--- config.mk ---
export PLATFORM = sky130hd
export DESIGN_NAME = greedy_coin_change
export DESIGN_NICKNAME = d
export VERILOG_FILES = /design/src/rtl/core/gcc_pkg.sv /design/src/rtl/core/gcc_front.sv /design/src/rtl/core/gcc_div.sv /design/src/rtl/core/gcc_back.sv /design/src/rtl/core/greedy_coin_change.sv
export SDC_FILE = /design/constraint.sdc
export NUM_CORES = 1
export LEC_CHECK = 0
export BUFFER_PORTS_ARGS = -buffer_cell sky130_fd_sc_hd__clkbuf_2
export CORE_MARGIN = 1.5
export CORE_UTILIZATION = 30
export CTS_CLUSTER_DIAMETER = 150
export CTS_CLUSTER_SIZE = 8
export DETAILED_ROUTE_END_ITERATION = 8
export MAX_ROUTING_LAYER = met4
export PLACE_DENSITY_LB_ADDON = 0.2
export SLEW_MARGIN = 40
export SYNTH_ARGS = -nofsm -noshare
export SYNTH_HDL_FRONTEND = slang
export SYNTH_SLANG_ARGS = --single-unit
export TNS_END_PERCENT = 20
--- constraint.sdc ---
create_clock -name clk -period 3.81 [get_ports clk]
set_clock_uncertainty 0.15 [all_clocks]
set_input_delay 0.762 -clock clk [delete_from_list [all_inputs] [get_ports clk]]
set_output_delay 0.762 -clock clk [all_outputs]
set_load 0.02 [all_outputs]
--- src/rtl/core/gcc_pkg.sv ---
package gcc_pkg;

    // Number of coin registers in use, from 1 to MAX_COINS.
    localparam int NUM_COINS = 5;
    localparam int MAX_COINS = 5;

    localparam int AMOUNT_W  = 16;
    localparam int IDX_W     = 3;
    localparam int DIV_STEPS = AMOUNT_W;
    localparam int STEP_W    = $clog2(DIV_STEPS);

    typedef logic [AMOUNT_W-1:0] amount_t;
    typedef logic [IDX_W-1:0]    coin_idx_t;
    typedef logic [STEP_W-1:0]   step_t;

    typedef amount_t [NUM_COINS-1:0] coin_vals_t;

    localparam amount_t COIN_RESET [MAX_COINS] = '{
        16'd1000, 16'd500, 16'd200, 16'd100, 16'd50
    };

    localparam coin_idx_t LAST_IDX   = coin_idx_t'(NUM_COINS - 1);
    localparam coin_idx_t COIN_COUNT = coin_idx_t'(NUM_COINS);
    localparam step_t     LAST_STEP  = step_t'(DIV_STEPS - 1);

    // One queued request: the amount and whether it is zero.
    typedef struct packed {
        logic    is_zero;
        amount_t amount;
    } queue_entry_t;

    typedef struct packed {
        logic    start;
        amount_t dividend;
        amount_t divisor;
    } div_req_t;

    typedef struct packed {
        logic    done;
        amount_t quotient;
        amount_t remainder;
    } div_rsp_t;

endpackage

--- src/rtl/core/gcc_front.sv ---
module gcc_front (
    input  logic                 clk,
    input  logic                 rst_n,
    input  logic                 in_valid,
    output logic                 in_ready,
    input  gcc_pkg::amount_t     amount,
    output logic                 q_valid,
    input  logic                 q_ready,
    output gcc_pkg::queue_entry_t q_entry
);
    import gcc_pkg::*;

    localparam int DEPTH = 2;

    queue_entry_t mem [DEPTH];
    logic         wr_ptr_reg;
    logic         rd_ptr_reg;
    logic [1:0]   count_reg;
    logic         push;
    logic         pop;

    assign in_ready = (count_reg != 2'(DEPTH));
    assign q_valid  = (count_reg != 2'd0);
    assign push     = in_valid && in_ready;
    assign pop      = q_valid && q_ready;
    assign q_entry  = mem[rd_ptr_reg];

    always_ff @(posedge clk)
    begin
        if (push)
        begin
            mem[wr_ptr_reg] <= '{is_zero: (amount == '0), amount: amount};
        end
    end

    always_ff @(posedge clk or negedge rst_n)
    begin
        if (!rst_n)
        begin
            wr_ptr_reg <= 1'b0;
            rd_ptr_reg <= 1'b0;
            count_reg  <= 2'd0;
        end
        else
        begin
            if (push)
            begin
                wr_ptr_reg <= ~wr_ptr_reg;
            end
            if (pop)
            begin
                rd_ptr_reg <= ~rd_ptr_reg;
            end
            if (push && !pop)
            begin
                count_reg <= count_reg + 2'd1;
            end
            else if (pop && !push)
            begin
                count_reg <= count_reg - 2'd1;
            end
        end
    end

endmodule

--- src/rtl/core/gcc_div.sv ---
module gcc_div (
    input  logic              clk,
    input  logic              rst_n,
    input  gcc_pkg::div_req_t req,
    output gcc_pkg::div_rsp_t rsp
);
    import gcc_pkg::*;

    logic                busy_reg;
    logic                done_reg;
    step_t               cnt_reg;
    amount_t             rem_reg;
    amount_t             quo_reg;
    amount_t             div_reg;
    logic [AMOUNT_W+1:0] diff;

    // Restoring division, one quotient bit per cycle, dividend shifted out of quo_reg.
    assign diff = {1'b0, rem_reg, quo_reg[AMOUNT_W-1]} - {2'b00, div_reg};

    assign rsp.done      = done_reg;
    assign rsp.quotient  = quo_reg;
    assign rsp.remainder = rem_reg;

    always_ff @(posedge clk)
    begin
        if (req.start)
        begin
            rem_reg <= '0;
            quo_reg <= req.dividend;
            div_reg <= req.divisor;
        end
        else if (busy_reg)
        begin
            if (!diff[AMOUNT_W+1])
            begin
                rem_reg <= diff[AMOUNT_W-1:0];
                quo_reg <= {quo_reg[AMOUNT_W-2:0], 1'b1};
            end
            else
            begin
                rem_reg <= {rem_reg[AMOUNT_W-2:0], quo_reg[AMOUNT_W-1]};
                quo_reg <= {quo_reg[AMOUNT_W-2:0], 1'b0};
            end
        end
    end

    always_ff @(posedge clk or negedge rst_n)
    begin
        if (!rst_n)
        begin
            busy_reg <= 1'b0;
            done_reg <= 1'b0;
            cnt_reg  <= '0;
        end
        else
        begin
            done_reg <= 1'b0;
            if (req.start)
            begin
                busy_reg <= 1'b1;
                cnt_reg  <= '0;
            end
            else if (busy_reg)
            begin
                cnt_reg <= cnt_reg + step_t'(1);
                if (cnt_reg == LAST_STEP)
                begin
                    busy_reg <= 1'b0;
                    done_reg <= 1'b1;
                end
            end
        end
    end

endmodule

--- src/rtl/core/gcc_back.sv ---
module gcc_back (
    input  logic                  clk,
    input  logic                  rst_n,
    input  gcc_pkg::coin_vals_t   coin_vals,
    input  logic                  q_valid,
    output logic                  q_ready,
    input  gcc_pkg::queue_entry_t q_entry,
    output gcc_pkg::div_req_t     div_req,
    input  gcc_pkg::div_rsp_t     div_rsp,
    output logic                  out_valid,
    input  logic                  out_ready,
    output gcc_pkg::coin_idx_t    coin_index,
    output gcc_pkg::amount_t      coin_count,
    output gcc_pkg::amount_t      amount_left,
    output logic                  last
);
    import gcc_pkg::*;

    typedef enum logic [1:0] {
        S_IDLE,
        S_COIN,
        S_DIV,
        S_OUT
    } state_t;

    state_t    state_reg;
    coin_idx_t k_reg;
    logic      zero_reg;
    amount_t   left_reg;
    amount_t   count_reg;
    amount_t   coin;
    logic      skip;

    // A zero coin or a zero request fits no times, so no division is needed.
    assign coin = coin_vals[k_reg];
    assign skip = (coin == '0) || zero_reg;

    assign q_ready          = (state_reg == S_IDLE);
    assign div_req.start    = (state_reg == S_COIN) && !skip;
    assign div_req.dividend = left_reg;
    assign div_req.divisor  = coin;

    assign out_valid   = (state_reg == S_OUT);
    assign coin_index  = k_reg;
    assign coin_count  = count_reg;
    assign amount_left = left_reg;
    assign last        = (k_reg == LAST_IDX);

    always_ff @(posedge clk or negedge rst_n)
    begin
        if (!rst_n)
        begin
            state_reg <= S_IDLE;
            k_reg     <= '0;
            zero_reg  <= 1'b0;
            left_reg  <= '0;
            count_reg <= '0;
        end
        else
        begin
            unique case (state_reg)
                S_IDLE:
                begin
                    if (q_valid)
                    begin
                        left_reg  <= q_entry.amount;
                        zero_reg  <= q_entry.is_zero;
                        k_reg     <= '0;
                        state_reg <= S_COIN;
                    end
                end
                S_COIN:
                begin
                    if (skip)
                    begin
                        count_reg <= '0;
                        state_reg <= S_OUT;
                    end
                    else
                    begin
                        state_reg <= S_DIV;
                    end
                end
                S_DIV:
                begin
                    if (div_rsp.done)
                    begin
                        count_reg <= div_rsp.quotient;
                        left_reg  <= div_rsp.remainder;
                        state_reg <= S_OUT;
                    end
                end
                S_OUT:
                begin
                    if (out_ready)
                    begin
                        if (k_reg == LAST_IDX)
                        begin
                            state_reg <= S_IDLE;
                        end
                        else
                        begin
                            k_reg     <= k_reg + coin_idx_t'(1);
                            state_reg <= S_COIN;
                        end
                    end
                end
                default:
                begin
                    state_reg <= S_IDLE;
                end
            endcase
        end
    end

endmodule

--- src/rtl/core/greedy_coin_change.sv ---
// Greedy coin change. Each request carries an amount in hundredths and yields
// one result per coin register, in register order: the number of that coin
// handed out and the amount still left afterwards, with last set on the
// result for the final coin. A coin value of zero is skipped (count zero,
// amount unchanged). The front part takes requests into a two-entry queue and
// marks zero amounts; the back part walks the coins with one shared 16-step
// shift-subtract divider. A coin that is divided is selected, run through the
// sixteen divider steps, collected and then presented; a skipped coin is
// selected and presented. A request is first taken from the queue, and a
// stalled output holds the walk. Up to two further requests are accepted
// while one is being worked on. Coin values are written through the
// configuration port at index 0 to 4; writes to higher indexes are ignored,
// and writes are only to be made while the block is idle.
module greedy_coin_change (
    input  logic                clk,
    input  logic                rst_n,
    input  logic                in_valid,
    output logic                in_ready,
    input  gcc_pkg::amount_t    amount,
    output logic                out_valid,
    input  logic                out_ready,
    output gcc_pkg::coin_idx_t  coin_index,
    output gcc_pkg::amount_t    coin_count,
    output gcc_pkg::amount_t    amount_left,
    output logic                last,
    input  logic                cfg_valid,
    output logic                cfg_ready,
    input  gcc_pkg::coin_idx_t  cfg_index,
    input  gcc_pkg::amount_t    cfg_data
);
    import gcc_pkg::*;

    coin_vals_t   coin_val_reg;
    logic         q_valid;
    logic         q_ready;
    queue_entry_t q_entry;
    div_req_t     div_req;
    div_rsp_t     div_rsp;

    // Configuration writes are always taken.
    assign cfg_ready = 1'b1;

    always_ff @(posedge clk or negedge rst_n)
    begin
        if (!rst_n)
        begin
            for (int i = 0; i < NUM_COINS; i++)
            begin
                coin_val_reg[i] <= COIN_RESET[i];
            end
        end
        else if (cfg_valid && (cfg_index < COIN_COUNT))
        begin
            coin_val_reg[cfg_index] <= cfg_data;
        end
    end

    gcc_front u_front (
        .clk      (clk),
        .rst_n    (rst_n),
        .in_valid (in_valid),
        .in_ready (in_ready),
        .amount   (amount),
        .q_valid  (q_valid),
        .q_ready  (q_ready),
        .q_entry  (q_entry)
    );

    gcc_div u_div (
        .clk   (clk),
        .rst_n (rst_n),
        .req   (div_req),
        .rsp   (div_rsp)
    );

    gcc_back u_back (
        .clk         (clk),
        .rst_n       (rst_n),
        .coin_vals   (coin_val_reg),
        .q_valid     (q_valid),
        .q_ready     (q_ready),
        .q_entry     (q_entry),
        .div_req     (div_req),
        .div_rsp     (div_rsp),
        .out_valid   (out_valid),
        .out_ready   (out_ready),
        .coin_index  (coin_index),
        .coin_count  (coin_count),
        .amount_left (amount_left),
        .last        (last)
    );

endmodule

==> out/metrics.csv <==
stage,metric,value,unit
setup_path,path_max_fanout,32,
logic_synthesis,netlist.area_leader.share,26.1,%
power_and_ir_drop,switching_share,24.4,%
clock_network,cts-buffers-inserted,30,
grt,grt-ovfl-total,0,
placed_design,dpl.hpwl,17.1,mm
grt,grtUsageTotal,14.3,%
final_layout,drive_gt1_share,28.2,%
logic_synthesis,netlist_area,10200,sq um
routing,ant_nets,0,
power_and_ir_drop,clkPwrFrac,41.8,%
grt,grt_pass1_wl,39.2,mm
routing,wire_per_inst,17.2,um
clock_network,clock_path_buffers,3,
setup_path,cp_cell_sequence,buf_4 -> mux2_1 -> nand2_1 -> a31oi_1 -> or4_1 -> o31ai_4 -> nor2_4 -> buf_4 -> mux2_4,
grt,grt_pass1_vias,6826,
clock_network,clk_latency,560,ps
placed_design,portBuffers,77,
timing,rsz0062_at_grt,no,
clock_network,ctsResizeCount,0,
clock_network,path_clk_slew,50,ps
placed_design,dp.cells,1342,
logic_synthesis,synthTopCellsByArea,"dfrtp_1 26%, edfxtp_1 19%, mux2_2 10%",
power_and_ir_drop,leakage,4.66,nW
setup_path,cpMaxStageDelayCell,dfrtp_1,
timing,fin_setup_tns,0,ps
timing,fmax,0.300,GHz
die,start_util,30.5,%
logic_synthesis,synth_flop_cell,dfrtp_1,
die,num_io_pins,79,
logic_synthesis,yosys.area.top_type,dfrtp_1,
clock_network,postCtsSetupBuffers,0,
timing,hold_viol,0,
timing,slew_headroom,48.1,%
setup_path,start_kind,flop,
flow_run,maxCapViolCount,0,
timing,period_minus_slack,3340,ps
clock_network,cts_tree,built,
setup_path,crit_type,reg -> reg,
logic_synthesis,syn_inst,855,
timing,drv_slew,0,
logic_synthesis,synth_common_cells,"107 x dfrtp_1, 91 x mux2_2, 66 x edfxtp_1",
setup_path,required,3950,ps
timing,fin_crit_sh,87.6,%
final_layout,antenna_cells,0,
timing,worstMarginPinSlew,776,ps
clock_network,cts_root_buf,clkbuf_16,
final_layout,syn2layout_area_growth,16.6,%
power_and_ir_drop,seqPwrFrac,48.1,%
die,rows,67,
logic_synthesis,synth_area_per_cell,12.0,sq um
power_and_ir_drop,p_per_area,491,nW/um^2
logic_synthesis,synth_nets,920,
die,dieArea,35300,sq um
logic_synthesis,synthDistinctLibCells,68,
routing,drc,0,
die,coreArea,33600,sq um
logic_synthesis,synth_edf_count,66,
power_and_ir_drop,intPower,4.44,mW
grt,antenna_found_initial,0,
die,die_w,188,um
logic_synthesis,ys_seq_area_share,54.0,%
routing,first_pass_iters,4,
power_and_ir_drop,vdd_drop_max,0.000337,V
final_layout,fillers,3383,
setup_path,crit_path_max_incr_delay,540,ps
setup_path,cp.arrival,3480,ps
worst_hold_path,worst_hold_path_type,in -> async,
final_layout,layout.nets,991,
die,die_h,188,um
logic_synthesis,yosysMostFrequentCell,dfrtp_1,
routing,drt_wl_total,24.1,mm
placed_design,gp_congestion,0.819,
setup_path,end_kind,flop,
clock_network,cts_hold_buffers,0,
logic_synthesis,synth-async-reset-ratio,61.0,%
logic_synthesis,synth-seq-cells,210,
final_layout,fin_cells,1398,
power_and_ir_drop,comb_power_share,10.0,%
logic_synthesis,ys_warn_count,0,
timing,setup_violations,0,
grt,grt_max_degree,56,
clock_network,clock-sinks,210,
routing,viasPerCell,4.80,
status,outcome,finished clean,
clock_network,cts.htree.levels,1,
setup_path,path_common_cell,buf_4,
routing,vias,6705,
final_layout,largest_register_ffs,80,
power_and_ir_drop,power_switching,1.43,mW
routing,drtIter0Drc,356,
-- critical path: cells and delay by family (launching register included) --
family / cells / cell delay (ps)
simple gates: 3 / 680
flops: 1 / 540
compound gates: 2 / 470
mux: 2 / 670
buf+inv: 2 / 540
-- power groups by stage --
stage	Clock [mW]	Sequential, mW	Combinational, mW
floorplan	0	2.81	0.406
global placement	0	2.87	0.586
detailed placement	0	2.87	0.598
CTS	2.54	2.83	0.601
global route	2.65	2.86	0.656
finish	2.46	2.83	0.588
-- kinds of logic after synthesis --
| kind of cell | count (synthesis) | synth area share (%) |
|---|---|---|
| and+or+nand+nor | 184 | 9.07 |
| buffers and inverters | 94 | 4.48 |
| adders and majority gates | 25 | 3.13 |
| other | 1 | 0.0366 |
| AOI/OAI and AO/OA | 163 | 10.6 |
| xor gates and xnor gates | 19 | 1.62 |
| DFF | 210 | 54.0 |
| muxes | 159 | 17.1 |
-- worst paths after layout --
check,start,endpoint,slack (ps),cells after the start
min,rst_n,u_back.coin_count[8]$_DFFE_PN0P_,110,1
min in group clk,amount[14],u_front.mem[1][14]$_DFFE_PP_,270,1
max reg2reg,u_back.coin_index[2]$_DFFE_PN0P_,u_div.quo_reg[8]$_DFFE_PP_,470,9
max,u_back.coin_index[2]$_DFFE_PN0P_,u_div.quo_reg[8]$_DFFE_PP_,470,9
max in group asynchronous,rst_n,coin_val_reg[22]$_DFFE_PN1P_,2530,2
min reg2reg,u_back.zero_reg$_DFFE_PN0P_,u_back.zero_reg$_DFFE_PN0P_,330,2
-- layer usage --
| layer | vias up | track usage, % | wire (um) |
|---|---|---|---|
| li1 | 3274 | - | - |
| met3 | 43 | 2.30 | 930 |
| met4 | 0 | 3.42 | 522 |
| met1 | 3275 | 19.2 | 11500 |
| met5 | - | - | 0 |
| met2 | 113 | 22.6 | 11100 |
-- per-stage QoR --
stage               util, %  total power [mW]  hold slack, ps  instance area (sq um)  worst slack, ps
global route           35.6              6.16             168                  12000              251
global placement       32.9              3.46             322                  11100              508
finish                 35.6              5.87             114                  12000              473
detailed placement     32.9              3.46             323                  11100              485
floorplan                 -              3.22             300                  10200              590
CTS                    35.5              5.97             138                  12000              446
-- layout make-up --
type	instances	area, sq um	share of cell area (%)
Sequential cell	210	5530	46.3
Multi-Input combinational cell	551	4280	35.8
Clock buffer	54	841	7.04
Timing Repair Buffer	100	573	4.79
Tap cell	448	561	4.69
Inverter	33	124	1.04
Clock inverter	2	38.8	0.325
-- cells in the final DEF (no fill, tap or decap), drive strengths merged, types with 24 or more instances in the layout --
master	n
clkbuf	130
a21oi	31
mux2	102
nor2	50
dfrtp	107
buf	24
inv	33
o21ai	47
ha	24
nand3	26
edfxtp	66
mux2i	57
nand2	41
Power figures use the tool's default switching activity.
